==> config.mk <==
export PLATFORM = sky130hd
export DESIGN_NAME = hid_report_to_key_events_unit
export DESIGN_NICKNAME = d
export VERILOG_FILES = /design/src/hw/rtl/hrke_pkg.sv /design/src/hw/rtl/hrke_datapath.sv /design/src/hw/rtl/hrke_ctrl.sv /design/src/hw/rtl/hid_report_to_key_events_unit.sv
export SDC_FILE = /design/constraint.sdc
export NUM_CORES = 1
export LEC_CHECK = 0
export BUFFER_PORTS_ARGS = -buffer_cell sky130_fd_sc_hd__clkbuf_2
export CAP_MARGIN = 5
export CORE_ASPECT_RATIO = 0.8
export CORE_MARGIN = 2
export CORE_UTILIZATION = 45
export DETAILED_ROUTE_END_ITERATION = 12
export SLEW_MARGIN = 20
export SYNTH_ARGS = -nofsm -noshare
export SYNTH_HDL_FRONTEND = slang
export SYNTH_SLANG_ARGS = --single-unit
==> constraint.sdc <==
create_clock -name aclk -period 11.5 [get_ports aclk]
set_input_delay 2.875 -clock aclk [delete_from_list [all_inputs] [get_ports aclk]]
set_output_delay 2.875 -clock aclk [all_outputs]
set_load 0.02 [all_outputs]
==> src/hw/rtl/hrke_pkg.sv <==
// Shared types and constants for the HID report to key event unit.
package hrke_pkg;

    typedef struct packed {
        logic       mode;
        logic       attach;
        logic [7:0] report_byte0;
        logic [7:0] report_byte1;
        logic [7:0] report_byte2;
        logic [7:0] report_byte3;
        logic [7:0] report_byte4;
        logic [7:0] report_byte5;
        logic [7:0] report_byte6;
        logic [7:0] report_byte7;
        logic [3:0] report_length;
    } in_t;

    typedef struct packed {
        logic        target;
        logic        override;
        logic        go;
        logic        make;
        logic [7:0]  key_code;
        logic [11:0] joystick_pins;
        logic        last;
    } out_t;

    typedef enum logic [2:0] {
        SEL_NONE,
        SEL_ATTACH,
        SEL_CHORD,
        SEL_MOD,
        SEL_SLOT,
        SEL_JOY
    } sel_t;

    typedef struct packed {
        logic       load;
        logic       step;
        logic       flush;
        logic       store;
        logic       set_override;
        logic       set_joy;
        sel_t       sel;
        logic [2:0] idx;
        logic       phase;
    } dp_cmd_t;

    typedef struct packed {
        logic       is_attach;
        logic       is_chord;
        logic       joy_mode;
        logic       override_on;
        logic [3:0] len;
        logic       stall;
        logic       out_free;
        logic       pend_valid;
    } dp_stat_t;

    localparam logic [2:0] LAST_IDX       = 3'd7;
    localparam logic [2:0] CHORD_LAST_IDX = 3'd2;

    localparam logic [7:0] CHORD_MODS     = 8'h05;
    localparam logic [7:0] KEY_K          = 8'h0E;
    localparam logic [7:0] KEY_J          = 8'h0D;
    localparam logic [7:0] MOD_KEY_BASE   = 8'h78;
    localparam logic [7:0] CHORD_BREAK0   = 8'h79;
    localparam logic [7:0] CHORD_BREAK1   = 8'h7C;

    localparam logic [7:0] KEY_UP         = 8'h52;
    localparam logic [7:0] KEY_DOWN       = 8'h51;
    localparam logic [7:0] KEY_LEFT       = 8'h50;
    localparam logic [7:0] KEY_RIGHT      = 8'h4F;
    localparam logic [7:0] KEY_Z          = 8'h1D;
    localparam logic [7:0] KEY_X          = 8'h1B;
    localparam logic [7:0] KEY_C          = 8'h06;
    localparam logic [7:0] KEY_5          = 8'h22;
    localparam logic [7:0] KEY_1          = 8'h1E;
    localparam logic [7:0] KEY_F2         = 8'h3B;

    function automatic logic [11:0] pin_of_key(input logic [7:0] code);
        logic [11:0] pins;
        begin
            case (code)
                KEY_UP:    pins = 12'h001;
                KEY_LEFT:  pins = 12'h002;
                KEY_RIGHT: pins = 12'h004;
                KEY_DOWN:  pins = 12'h008;
                KEY_Z:     pins = 12'h040;
                KEY_X:     pins = 12'h080;
                KEY_C:     pins = 12'h100;
                KEY_5:     pins = 12'h200;
                KEY_1:     pins = 12'h400;
                KEY_F2:    pins = 12'h800;
                default:   pins = 12'h000;
            endcase
            return pins;
        end
    endfunction

endpackage

==> src/hw/rtl/hrke_datapath.sv <==
// Datapath: report register, previous report, mode flags, result candidate and output stages.
module hrke_datapath import hrke_pkg::*; #(
    parameter int REPORT_BYTES = 8
) (
    input  logic     aclk,
    input  logic     aresetn,
    input  in_t      in_data,
    input  dp_cmd_t  cmd,
    output dp_stat_t stat,
    output logic     out_valid,
    input  logic     out_ready,
    output out_t     out_data
);

    localparam logic [3:0] LEN_MAX = 4'(REPORT_BYTES);

    in_t        cur_reg;
    logic [7:0] prev_reg [REPORT_BYTES];
    logic       joy_reg;
    logic       ovr_reg;
    logic       pend_valid_reg;
    out_t       pend_reg;
    logic       m_valid_reg;
    out_t       m_data_reg;

    logic [7:0]  cur_bytes [8];
    logic [3:0]  len;
    logic [7:0]  prev_sel;
    logic [7:0]  cur_sel;
    logic [11:0] joy_bits;
    logic        cand_valid;
    out_t        cand;
    logic        out_free;
    logic        stall;

    always_comb begin
        cur_bytes[0] = cur_reg.report_byte0;
        cur_bytes[1] = cur_reg.report_byte1;
        cur_bytes[2] = cur_reg.report_byte2;
        cur_bytes[3] = cur_reg.report_byte3;
        cur_bytes[4] = cur_reg.report_byte4;
        cur_bytes[5] = cur_reg.report_byte5;
        cur_bytes[6] = cur_reg.report_byte6;
        cur_bytes[7] = cur_reg.report_byte7;
    end

    assign len     = (cur_reg.report_length > LEN_MAX) ? LEN_MAX : cur_reg.report_length;
    assign cur_sel = cur_bytes[cmd.idx];

    always_comb begin
        prev_sel = '0;
        for (int j = 0; j < REPORT_BYTES; j++) begin
            if (cmd.idx == 3'(j)) begin
                prev_sel = prev_reg[j];
            end
        end
    end

    // Joystick pins: fire and modifier on byte 0, fixed keys on the slots below the length
    always_comb begin
        joy_bits = '0;
        if (len != 4'd0) begin
            joy_bits[4] = cur_reg.report_byte0[0];
            joy_bits[5] = cur_reg.report_byte0[2];
        end
        for (int j = 1; j < 8; j++) begin
            if (4'(j) < len) begin
                joy_bits = joy_bits | pin_of_key(cur_bytes[j]);
            end
        end
    end

    always_comb begin
        cand_valid = 1'b0;
        cand       = '0;
        case (cmd.sel)
            SEL_ATTACH: begin
                cand_valid    = 1'b1;
                cand.override = cur_reg.attach;
            end
            SEL_CHORD: begin
                cand_valid    = 1'b1;
                cand.override = ovr_reg;
                cand.go       = 1'b1;
                if (cmd.idx == 3'd0) begin
                    cand.key_code = CHORD_BREAK0;
                end else if (cmd.idx == 3'd1) begin
                    cand.key_code = CHORD_BREAK1;
                end else begin
                    cand.key_code = cur_reg.report_byte2;
                end
            end
            SEL_MOD: begin
                cand.override = ovr_reg;
                cand.go       = 1'b1;
                cand.make     = cmd.phase;
                cand.key_code = MOD_KEY_BASE | {5'd0, cmd.idx};
                if (cmd.phase) begin
                    cand_valid = cur_reg.report_byte0[cmd.idx];
                end else begin
                    cand_valid = prev_reg[0][cmd.idx] & ~cur_reg.report_byte0[cmd.idx];
                end
            end
            SEL_SLOT: begin
                cand.override = ovr_reg;
                cand.go       = 1'b1;
                cand.make     = cmd.phase;
                if (cmd.phase) begin
                    cand_valid    = (cur_sel != 8'd0);
                    cand.key_code = cur_sel;
                end else begin
                    cand_valid    = (prev_sel != 8'd0) && (cur_sel != prev_sel);
                    cand.key_code = prev_sel;
                end
            end
            SEL_JOY: begin
                cand_valid         = 1'b1;
                cand.target        = 1'b1;
                cand.go            = 1'b1;
                cand.joystick_pins = ~joy_bits;
            end
            default: begin
                cand_valid = 1'b0;
            end
        endcase
    end

    assign out_free = !m_valid_reg || out_ready;
    assign stall    = cmd.step && cand_valid && pend_valid_reg && !out_free;

    always_comb begin
        stat.is_attach   = cur_reg.mode;
        stat.is_chord    = (cur_reg.report_byte0 == CHORD_MODS) &&
                           ((cur_reg.report_byte2 == KEY_K) || (cur_reg.report_byte2 == KEY_J));
        stat.joy_mode    = joy_reg;
        stat.override_on = ovr_reg;
        stat.len         = len;
        stat.stall       = stall;
        stat.out_free    = out_free;
        stat.pend_valid  = pend_valid_reg;
    end

    always_ff @(posedge aclk) begin
        if (cmd.load) begin
            cur_reg <= in_data;
        end
    end

    always_ff @(posedge aclk) begin
        if (!aresetn) begin
            joy_reg <= 1'b0;
            ovr_reg <= 1'b0;
            for (int j = 0; j < REPORT_BYTES; j++) begin
                prev_reg[j] <= '0;
            end
        end else begin
            if (cmd.set_override) begin
                ovr_reg <= cur_reg.attach;
            end
            if (cmd.set_joy) begin
                joy_reg <= (cur_reg.report_byte2 == KEY_J);
            end
            if (cmd.store) begin
                for (int j = 0; j < REPORT_BYTES; j++) begin
                    if (4'(j) < len) begin
                        prev_reg[j] <= cur_bytes[j];
                    end
                end
            end
        end
    end

    // Hold one result back so the final one can carry last
    always_ff @(posedge aclk) begin
        if (!aresetn) begin
            pend_valid_reg <= 1'b0;
            m_valid_reg    <= 1'b0;
        end else begin
            if (cmd.step && cand_valid && !stall) begin
                pend_valid_reg <= 1'b1;
                m_valid_reg    <= pend_valid_reg || (m_valid_reg && !out_ready);
            end else if (cmd.flush && pend_valid_reg && out_free) begin
                pend_valid_reg <= 1'b0;
                m_valid_reg    <= 1'b1;
            end else if (m_valid_reg && out_ready) begin
                m_valid_reg <= 1'b0;
            end
        end
    end

    always_ff @(posedge aclk) begin
        if (cmd.step && cand_valid && !stall) begin
            pend_reg <= cand;
            if (pend_valid_reg) begin
                m_data_reg <= {pend_reg[$bits(out_t)-1:1], 1'b0};
            end
        end else if (cmd.flush && pend_valid_reg && out_free) begin
            m_data_reg <= {pend_reg[$bits(out_t)-1:1], 1'b1};
        end
    end

    assign out_valid = m_valid_reg;
    assign out_data  = m_data_reg;

endmodule

==> src/hw/rtl/hrke_ctrl.sv <==
// Controller: sequences attach, chord, keyboard compare and joystick steps.
module hrke_ctrl import hrke_pkg::*; (
    input  logic     aclk,
    input  logic     aresetn,
    input  logic     in_valid,
    output logic     in_ready,
    input  dp_stat_t stat,
    output dp_cmd_t  cmd
);

    typedef enum logic [3:0] {
        ST_IDLE,
        ST_DECIDE,
        ST_ATTACH,
        ST_CHORD,
        ST_MOD,
        ST_SLOT,
        ST_STORE,
        ST_JOY,
        ST_FLUSH
    } state_t;

    state_t     state_reg, state_next;
    logic [2:0] idx_reg, idx_next;
    logic       phase_reg, phase_next;

    always_ff @(posedge aclk) begin
        if (!aresetn) begin
            state_reg <= ST_IDLE;
            idx_reg   <= '0;
            phase_reg <= 1'b0;
        end else begin
            state_reg <= state_next;
            idx_reg   <= idx_next;
            phase_reg <= phase_next;
        end
    end

    assign in_ready = (state_reg == ST_IDLE);

    always_comb begin
        state_next = state_reg;
        idx_next   = idx_reg;
        phase_next = phase_reg;
        cmd        = '0;
        cmd.sel    = SEL_NONE;
        cmd.idx    = idx_reg;
        cmd.phase  = phase_reg;
        case (state_reg)
            ST_IDLE: begin
                if (in_valid) begin
                    cmd.load   = 1'b1;
                    state_next = ST_DECIDE;
                end
            end
            ST_DECIDE: begin
                idx_next   = '0;
                phase_next = 1'b0;
                if (stat.is_attach) begin
                    state_next = ST_ATTACH;
                end else if (stat.is_chord) begin
                    state_next = ST_CHORD;
                end else if (stat.joy_mode) begin
                    state_next = ST_JOY;
                end else if (stat.override_on) begin
                    state_next = ST_MOD;
                end else begin
                    state_next = ST_IDLE;
                end
            end
            ST_ATTACH: begin
                cmd.step = 1'b1;
                cmd.sel  = SEL_ATTACH;
                if (!stat.stall) begin
                    cmd.set_override = 1'b1;
                    state_next       = ST_FLUSH;
                end
            end
            ST_CHORD: begin
                cmd.step = 1'b1;
                cmd.sel  = SEL_CHORD;
                if (!stat.stall) begin
                    if (idx_reg == CHORD_LAST_IDX) begin
                        cmd.set_joy = 1'b1;
                        state_next  = ST_FLUSH;
                    end else begin
                        idx_next = idx_reg + 3'd1;
                    end
                end
            end
            ST_MOD: begin
                cmd.step = 1'b1;
                cmd.sel  = SEL_MOD;
                if (!stat.stall) begin
                    if (!phase_reg) begin
                        phase_next = 1'b1;
                    end else begin
                        phase_next = 1'b0;
                        if (idx_reg == LAST_IDX) begin
                            idx_next   = 3'd1;
                            state_next = ST_SLOT;
                        end else begin
                            idx_next = idx_reg + 3'd1;
                        end
                    end
                end
            end
            ST_SLOT: begin
                if ({1'b0, idx_reg} >= stat.len) begin
                    state_next = ST_STORE;
                end else begin
                    cmd.step = 1'b1;
                    cmd.sel  = SEL_SLOT;
                    if (!stat.stall) begin
                        if (!phase_reg) begin
                            phase_next = 1'b1;
                        end else begin
                            phase_next = 1'b0;
                            if (idx_reg == LAST_IDX) begin
                                state_next = ST_STORE;
                            end else begin
                                idx_next = idx_reg + 3'd1;
                            end
                        end
                    end
                end
            end
            ST_STORE: begin
                cmd.store  = 1'b1;
                state_next = ST_FLUSH;
            end
            ST_JOY: begin
                cmd.step = 1'b1;
                cmd.sel  = SEL_JOY;
                if (!stat.stall) begin
                    state_next = ST_FLUSH;
                end
            end
            ST_FLUSH: begin
                cmd.flush = 1'b1;
                if (!stat.pend_valid || stat.out_free) begin
                    state_next = ST_IDLE;
                end
            end
            default: begin
                state_next = ST_IDLE;
            end
        endcase
    end

endmodule

==> src/hw/rtl/hid_report_to_key_events_unit.sv <==
// Top level of the HID report to key event unit: controller, datapath and checks.
//
// Takes one USB boot-keyboard report or one attach/detach event per input transfer and
// produces the port writes it causes as result transfers, the final one flagged by last.
// An attach event gives one write and updates the override flag. The Ctrl+Alt+K and
// Ctrl+Alt+J chords give three break writes and pick keyboard or joystick mode. In keyboard
// mode, while attached, each modifier bit and each key slot below the report length is
// checked against the stored previous report: a break for what was released or changed,
// then a make for what is held; the report is then stored. In joystick mode one pin write
// with 12 active-low pins is sent. Reports in keyboard mode while detached give nothing.
// One item is processed at a time; a single result sequencer walks the candidates, one
// per cycle unless the result side holds off. After accept and decode, a keyboard report
// takes a break step and a make step for each modifier bit and each key slot below the
// length, then store and flush. One result is kept back internally so the last flag is
// known; the output register lets the next input transfer be accepted while the final
// result of the previous item still waits.
module hid_report_to_key_events_unit import hrke_pkg::*; #(
    parameter int REPORT_BYTES = 8
) (
    input  logic aclk,
    input  logic aresetn,
    input  logic s_valid,
    output logic s_ready,
    input  in_t  s_data,
    output logic m_valid,
    input  logic m_ready,
    output out_t m_data
);

    dp_cmd_t  cmd;
    dp_stat_t stat;

    // Sequence the steps of each item
    hrke_ctrl u_ctrl (
        .aclk     (aclk),
        .aresetn  (aresetn),
        .in_valid (s_valid),
        .in_ready (s_ready),
        .stat     (stat),
        .cmd      (cmd)
    );

    // Hold report, previous report and mode flags; build and stage results
    hrke_datapath #(
        .REPORT_BYTES (REPORT_BYTES)
    ) u_datapath (
        .aclk      (aclk),
        .aresetn   (aresetn),
        .in_data   (s_data),
        .cmd       (cmd),
        .stat      (stat),
        .out_valid (m_valid),
        .out_ready (m_ready),
        .out_data  (m_data)
    );

    // No held-back result may remain once the unit is ready for a new item
    assert property (@(posedge aclk) disable iff (!aresetn)
        s_ready |-> !stat.pend_valid)
        else $error("held-back result left over while idle");

    // A joystick pin write is always the only, hence last, result of its item
    assert property (@(posedge aclk) disable iff (!aresetn)
        (m_valid && m_data.target) |-> m_data.last)
        else $error("pin write not flagged last");

    // A write without strobe comes only from an attach event: keyboard port, single result
    assert property (@(posedge aclk) disable iff (!aresetn)
        (m_valid && !m_data.go) |-> (m_data.last && !m_data.target && !m_data.make))
        else $error("unstrobed write is not a lone attach result");

endmodule

==> impl_metrics.sql, run 1 <==
INSERT INTO impl_metrics (metric_group, metric, value, unit) VALUES
('timing', 'tightest_slew', '1.11', 'ns'),
('power_and_ir_drop', 'total_power', '0.00175', 'W'),
('setup_path', 'critPathKind', 'flip-flop to flip-flop', ''),
('detailed_routing', 'drc', '0', ''),
('finish', 'core_occupancy_in_the_finished_layout', '52.6', '%'),
('timing', 'finalClockSkew', '0.0159', 'ns'),
('finish', 'top_library_cells_by_usage_in_the_layout_fill_and_taps_aside', 'sky130_fd_sc_hd__edfxtp_1 (183), sky130_fd_sc_hd__clkbuf_2 (100), sky130_fd_sc_hd__nand2_1 (69)', ''),
('setup_path', 'crit_path_end_kind', 'flip-flop', ''),
('power_and_ir_drop', 'static-leakage-power', '4.01', 'nW'),
('synthesis', 'synth-seq-cells', '195', ''),
('finish', 'layout_commonest_cell', 'sky130_fd_sc_hd__edfxtp_1', ''),
('cts', 'worst_skew_pair_later_pin_latency', '0.45', 'ns'),
('detailed_routing', 'drt.antenna.violating_nets', '0', ''),
('finish', 'drive_above_1_share', '17.6', '%'),
('finish', 'fin_cells', '1265', ''),
('detailed_routing', 'detailroute.via_count', '7837', ''),
('power_and_ir_drop', 'p_per_area', '153', 'nW/um^2'),
('synthesis', 'netlist_area', '10100', 'sq um'),
('synthesis', 'synth_ff_type', 'sky130_fd_sc_hd__edfxtp_1', ''),
('global_route', 'grt_start_max_net_pins', '71', ''),
('synthesis', 'yosys.cell_types.count', '82', ''),
('cts', 'cts.repair.resized', '0', ''),
('synthesis', 'synth-warning-count', '0', ''),
('cts', 'cts-root-to-sink-buffers', '2', ''),
('global_route', 'grt_usage', '27.9', '%'),
('setup_path', 'worst-path-max-fanout', '46', ''),
('floorplanning', 'num_io_pins', '101', ''),
('synthesis', 'syn_inst', '866', ''),
('floorplanning', 'floorplan.rows', '48', ''),
('timing', 'max_freq', '0.202', 'GHz'),
('synthesis', 'share_of_async_settable_or_async_resettable_flops_after_synthesis', '0', '%'),
('floorplanning', 'standard_cell_core_area', '21700', 'sq um'),
('synthesis', 'synth_edf_count', '183', ''),
('timing', 'finalCritPeriodShare', '43.1', '%'),
('place', 'globalplace.congestion', '0.974', ''),
('cts', 'cts_inserted_buffers', '17', ''),
('cts', 'post_cts_buffers', '0', ''),
('finish', 'nNetsFinal', '1035', ''),
('finish', 'flow.area_growth_from_synthesis', '13.6', '%'),
('cts', 'cts_sinks', '195', ''),
('power_and_ir_drop', 'vdd.ir_drop.worst', '0.000119', 'V'),
('run', 'cap_violations', '0', ''),
('timing', 'rsz0062_at_grt', 'false', ''),
('place', 'post-dp-hpwl', '23.7', 'mm'),
('setup_path', 'cp.required', '11.54', 'ns'),
('detailed_routing', 'post_drt_wl_per_cell', '25.3', 'um'),
('floorplanning', 'die_h', '138', 'um'),
('global_route', 'antenna_violations_before_repair', '0', ''),
('cts', 'clk_pin_slew_worst_paths', '0.08', 'ns'),
('place', 'placed_cells', '1233', ''),
('timing', 'finalSetupViolations', '0', ''),
('global_route', 'grt_pass1_wl', '47.0', 'mm'),
('detailed_routing', 'drt-initial-drc-count', '1003', ''),
('detailed_routing', 'drtPass1Iterations', '9', ''),
('cts', 'cts_tree', 'yes', ''),
('timing', 'whs', '0.415', 'ns'),
('timing', 'final_hold_viol_count', '0', ''),
('min_path', 'hold_path.class', 'flip-flop to flip-flop', ''),
('floorplanning', 'full_die_area', '23600', 'sq um'),
('global_route', 'globalRoute.totalOverflow', '0', ''),
('finish', 'insertedDiodeCount', '0', ''),
('timing', 'finalSetupTns', '0', 'ns'),
('detailed_routing', 'drt-vias-per-instance', '6.20', ''),
('detailed_routing', 'routed_wl', '32.1', 'mm'),
('setup_path', 'timing.critical_path.from_type', 'flip-flop', ''),
('finish', 'layout.filler_cells', '1953', ''),
('synthesis', 'synthesis.area_per_instance', '11.6', 'sq um'),
('floorplanning', 'die_w', '171', 'um'),
('cts', 'cts_max_level', '4', ''),
('global_route', 'number_of_global_route_vias_before_repair', '7414', ''),
('timing', 'final_period_minus_worst_setup_slack', '4.95', 'ns'),
('synthesis', 'synth_nets', '949', ''),
('floorplanning', 'effective_utilization_at_floorplan', '46.3', '%'),
('timing', 'slew-limit-headroom', '25.5', '%'),
('timing', 'final-max-slew-violation-count', '0', ''),
('setup_path', 'crit_arrival', '4.99', 'ns'),
('cts', 'clk_root_buffer_cell', 'sky130_fd_sc_hd__clkbuf_16', ''),
('place', 'buffer_ports.inserted', '100', ''),
('cts', 'holdBufCountCts', '0', ''),
('status', 'status', 'finished, final reports clean', ''),
('synthesis', 'synth_sequential_area_ratio', '56.9', '%');
## logic make-up after synthesis
family | after synthesis | synth area share [%]
buffers and inverters | 66 | 3.06
adder cells (fa/ha/maj) | 9 | 1.12
XOR/XNOR | 8 | 0.696
flip-flops | 195 | 56.9
AND/OR/NAND/NOR | 367 | 19.8
AO/OA/AOI/OAI | 183 | 13.1
multiplexers | 38 | 5.33
## area by class of cell
class,instances,area [sq um],area share [%]
repair buffers,107,553,4.83
clock inverters,15,214,1.87
inverters,26,97.6,0.853
well taps,300,375,3.28
multi-input cells,605,4040,35.3
clock buffers,17,425,3.72
flip-flops and latches,195,5740,50.1
## critical path, cell delays in order (launching register included)
cell and delay (ns):
sky130_fd_sc_hd__dfxtp_2 0.32, sky130_fd_sc_hd__buf_4 0.51, sky130_fd_sc_hd__ha_1 0.96, sky130_fd_sc_hd__inv_2 0.23, sky130_fd_sc_hd__o221ai_1 0.30, sky130_fd_sc_hd__a32oi_1 0.14
sky130_fd_sc_hd__o22ai_1 0.32, sky130_fd_sc_hd__or4b_1 0.49, sky130_fd_sc_hd__o41a_1 0.37, sky130_fd_sc_hd__o32ai_4 0.28, sky130_fd_sc_hd__nand2b_1 0.19, sky130_fd_sc_hd__inv_1 0.41
## synthesized netlist by cell type (9+ instances only)
cell	instances	area (sq um)
sky130_fd_sc_hd__a21oi_1	35	175
sky130_fd_sc_hd__nor3_1	24	120
sky130_fd_sc_hd__o21ai_0	28	140
sky130_fd_sc_hd__nor3b_1	10	75.1
sky130_fd_sc_hd__inv_1	22	82.6
sky130_fd_sc_hd__nor2b_1	15	93.8
sky130_fd_sc_hd__nor2_1	54	203
sky130_fd_sc_hd__dfxtp_1	12	240
sky130_fd_sc_hd__nand3_1	37	185
sky130_fd_sc_hd__buf_2	12	60.1
sky130_fd_sc_hd__nand2b_1	21	131
sky130_fd_sc_hd__ha_1	9	113
sky130_fd_sc_hd__o211ai_1	14	105
sky130_fd_sc_hd__a31oi_1	10	62.6
sky130_fd_sc_hd__nor4_1	23	144
sky130_fd_sc_hd__mux4_2	12	270
sky130_fd_sc_hd__mux2i_1	23	230
sky130_fd_sc_hd__clkbuf_1	20	75.1
sky130_fd_sc_hd__nand4_1	11	68.8
sky130_fd_sc_hd__nand2_1	69	259
sky130_fd_sc_hd__edfxtp_1	183	5500
sky130_fd_sc_hd__and2_1	61	382
## worst paths after layout
path                                start                      end  slack [ns]  cells after the start
hold / removal    u_datapath.pend_reg[18]  u_datapath.out_data[18]        0.42                      0
setup reg to reg        u_ctrl.idx_reg[1]   u_datapath.pend_reg[5]        6.55                     11
hold reg to reg   u_datapath.pend_reg[18]  u_datapath.out_data[18]        0.42                      0
setup / recovery        u_ctrl.idx_reg[1]   u_datapath.pend_reg[5]        6.55                     11
## stage by stage
step	worst slack [ns]	instance area (sq um)
2_1_floorplan	6.55	10100
3_3_place_gp	6.54	10800
3_5_place_dp	6.67	10800
4_1_cts	6.63	11400
5_1_grt	6.23	11400
6_report	6.55	11400
## per-layer routing
layer	global-route usage (%)	up-vias	routed length [um]
li1	-	3517	-
met1	40.4	3804	14200
met2	41.4	455	13900
met3	5.52	61	2900
met4	11.1	0	1110
met5	0	-	0
## power breakdown
part | internal [W] | leakage, nW | switching (W)
Clock | 0.000335 | 0.307 | 0.000308
Sequential | 0.000842 | 1.88 | 0.0000920
Combinational | 0.0000632 | 1.82 | 0.000115
Total | 0.00124 | 4.01 | 0.000515
(Power assumes the default switching activity.)
==> run 2: changes to the inputs <==
--- a/config.mk
+++ b/config.mk
@@ -11,6 +11,7 @@
 export CORE_MARGIN = 2
 export CORE_UTILIZATION = 45
 export DETAILED_ROUTE_END_ITERATION = 12
+export PLACE_DENSITY = 0.66
 export SLEW_MARGIN = 20
 export SYNTH_ARGS = -nofsm -noshare
 export SYNTH_HDL_FRONTEND = slang
==> constraint.sdc (replaced) <==
create_clock -name aclk -period 4 [get_ports aclk]
set_input_delay 1 -clock aclk [delete_from_list [all_inputs] [get_ports aclk]]
set_output_delay 1 -clock aclk [all_outputs]
set_load 0.02 [all_outputs]
==> impl_metrics.sql, run 2 (synthesis results as in run 1) <==
INSERT INTO impl_metrics (metric_group, metric, value, unit) VALUES
('setup_path', 'r2r_setup_slack', '0.18', 'ns'),
('detailed_routing', 'post_drt_wl_per_cell', '24.6', 'um'),
('global_route', 'antenna_violations_before_repair', '1', ''),
('detailed_routing', 'detailroute.via_count', '8226', ''),
('min_path', 'hold_path.class', 'flip-flop to flip-flop', ''),
('setup_path', 'crit_path_end_kind', 'flip-flop', ''),
('timing', 'finalCritPeriodShare', '95.4', '%'),
('power_and_ir_drop', 'p_per_area', '424', 'nW/um^2'),
('finish', 'layout.filler_cells', '1921', ''),
('cts', 'cts_inserted_buffers', '17', ''),
('timing', 'max_freq', '0.262', 'GHz'),
('global_route', 'globalRoute.totalOverflow', '0', ''),
('cts', 'cts_sinks', '195', ''),
('setup_path', 'critPathKind', 'flip-flop to flip-flop', ''),
('floorplanning', 'floorplan.rows', '48', ''),
('timing', 'rsz0062_at_grt', 'false', ''),
('timing', 'whs', '0.421', 'ns'),
('detailed_routing', 'drt-initial-drc-count', '1390', ''),
('place', 'globalplace.congestion', '1.04', ''),
('cts', 'clk_pin_slew_worst_paths', '0.08', 'ns'),
('setup_path', 'crit_arrival', '4.00', 'ns'),
('cts', 'cts_max_level', '4', ''),
('setup_path', 'r2r_end', 'u_datapath.pend_reg[11]', ''),
('cts', 'worst_skew_pair_later_pin_latency', '0.46', 'ns'),
('place', 'placed_cells', '1293', ''),
('finish', 'fin_cells', '1325', ''),
('timing', 'final_hold_viol_count', '0', ''),
('timing', 'final-max-slew-violation-count', '0', ''),
('finish', 'drive_above_1_share', '23.1', '%'),
('place', 'post-dp-hpwl', '24.8', 'mm'),
('timing', 'slew-limit-headroom', '35.8', '%'),
('timing', 'finalSetupViolations', '0', ''),
('setup_path', 'rr_startpoint', 'u_ctrl.idx_reg[1]', ''),
('floorplanning', 'effective_utilization_at_floorplan', '46.3', '%'),
('setup_path', 'crit_path_launch', 'u_ctrl.idx_reg[1]', ''),
('finish', 'flow.area_growth_from_synthesis', '18.3', '%'),
('detailed_routing', 'drt-vias-per-instance', '6.21', ''),
('detailed_routing', 'drc', '0', ''),
('cts', 'clk_root_buffer_cell', 'sky130_fd_sc_hd__clkbuf_16', ''),
('global_route', 'grt_usage', '28.3', '%'),
('timing', 'final_period_minus_worst_setup_slack', '3.82', 'ns'),
('floorplanning', 'num_io_pins', '101', ''),
('finish', 'layout_commonest_cell', 'sky130_fd_sc_hd__edfxtp_1', ''),
('timing', 'tightest_slew', '0.963', 'ns'),
('floorplanning', 'standard_cell_core_area', '21700', 'sq um'),
('global_route', 'grt_start_max_net_pins', '71', ''),
('status', 'status', 'finished, final reports clean', ''),
('detailed_routing', 'drt.antenna.violating_nets', '0', ''),
('setup_path', 'reg2reg_depth', '15', ''),
('detailed_routing', 'drtPass1Iterations', '8', ''),
('cts', 'cts_tree', 'yes', ''),
('place', 'buffer_ports.inserted', '100', ''),
('setup_path', 'cp.required', '4.18', 'ns'),
('setup_path', 'critical_path.endpoint', 'u_datapath.pend_reg[11]', ''),
('finish', 'nNetsFinal', '1095', ''),
('run', 'cap_violations', '0', ''),
('finish', 'top_library_cells_by_usage_in_the_layout_fill_and_taps_aside', 'sky130_fd_sc_hd__edfxtp_1 (183), sky130_fd_sc_hd__clkbuf_2 (100), sky130_fd_sc_hd__nand2_1 (69)', ''),
('timing', 'finalClockSkew', '0.0178', 'ns'),
('global_route', 'number_of_global_route_vias_before_repair', '7612', ''),
('setup_path', 'worst-path-max-fanout', '27', ''),
('cts', 'cts-root-to-sink-buffers', '2', ''),
('global_route', 'grt_pass1_wl', '47.4', 'mm'),
('power_and_ir_drop', 'vdd.ir_drop.worst', '0.000328', 'V'),
('floorplanning', 'die_h', '138', 'um'),
('floorplanning', 'die_w', '171', 'um'),
('detailed_routing', 'routed_wl', '32.6', 'mm'),
('finish', 'insertedDiodeCount', '0', ''),
('setup_path', 'timing.critical_path.from_type', 'flip-flop', ''),
('power_and_ir_drop', 'static-leakage-power', '4.30', 'nW'),
('floorplanning', 'full_die_area', '23600', 'sq um');
==> run 2: how the worst min path moves through the flow <==
stage | startpoint | endpoint | slack (ns) | cells past startpoint
CTS | u_datapath.pend_reg[5] | u_datapath.out_data[5] | 0.42 | 0
global route | u_datapath.pend_reg[16] | u_datapath.out_data[16] | 0.43 | 0
detailed placement | u_datapath.pend_reg[5] | u_datapath.out_data[5] | 0.40 | 0
global placement | u_datapath.pend_reg[7] | u_datapath.out_data[7] | 0.40 | 0
floorplan | u_datapath.pend_reg[10] | u_datapath.out_data[10] | 0.40 | 0
finish | u_datapath.pend_reg[5] | u_datapath.out_data[5] | 0.42 | 0
==> run 2: where the power goes <==
| part | internal [W] | switching (W) |
|---|---|---|
| combinational | 0.000238 | 0.000420 |
| sequential | 0.00242 | 0.000203 |
| clock | 0.000864 | 0.000914 |
==> run 2: area by class of cell <==
cell class                      count  area [sq um]  share of cell area, %
Sequential cell                   195          5740                   48.1
Clock inverter                     15           199                   1.67
Inverter                           26           101                  0.850
Multi-Input combinational cell    605          4060                   34.1
Clock buffer                       17           425                   3.57
Timing Repair Buffer              167          1020                   8.52
Tap cell                          300           375                   3.15
==> run 2: routing by layer <==
layer / track usage [%] / vias up / share of wire (%)
li1: - / 3652 / -
met1: 39.8 / 3905 / 42
met2: 41.2 / 579 / 42
met3: 8.70 / 90 / 11
met4: 10.8 / 0 / 3.9
met5: 0 / - / 0
==> run 2: what timing repair did <==
| action | 4_1_cts | 5_1_grt |
|---|---|---|
| buffers inserted | 0 | 0 |
| setup endpoints to repair | 0 | 49 |
| gates resized for setup | 0 | 4 |
| hold buffers | 0 | 0 |
==> run 2: critical path: stages, from the launching register on <==
cell	delay [ns]
sky130_fd_sc_hd__dfxtp_2	0.35
sky130_fd_sc_hd__buf_4	0.17
sky130_fd_sc_hd__inv_1	0.07
sky130_fd_sc_hd__ha_1	0.21
sky130_fd_sc_hd__buf_12	0.17
sky130_fd_sc_hd__nand3b_2	0.26
sky130_fd_sc_hd__a2bb2oi_1	0.17
sky130_fd_sc_hd__a31oi_1	0.27
sky130_fd_sc_hd__o221ai_1	0.23
sky130_fd_sc_hd__or3_1	0.36
sky130_fd_sc_hd__o41a_1	0.46
sky130_fd_sc_hd__o32ai_4	0.15
sky130_fd_sc_hd__buf_4	0.21
sky130_fd_sc_hd__nand2b_4	0.15
sky130_fd_sc_hd__clkinvlp_4	0.08
sky130_fd_sc_hd__buf_4	0.23
==> run 2: through the flow <==
stage / TNS (ns) / setup WS, ns / total power [W] / cell area, sq um / utilization [%]
after floorplan: 0 / 0.0192 / 0.00292 / 10100 / -
final: 0 / 0.183 / 0.00506 / 11900 / 54.8
after global placement: -0.385 / -0.0179 / 0.00329 / 11300 / 51.8
after CTS: 0 / 0.117 / 0.00504 / 11900 / 54.7
after global routing: 0 / 0.0184 / 0.00519 / 11900 / 54.8
after detailed placement: 0 / 0.155 / 0.00329 / 11300 / 51.9
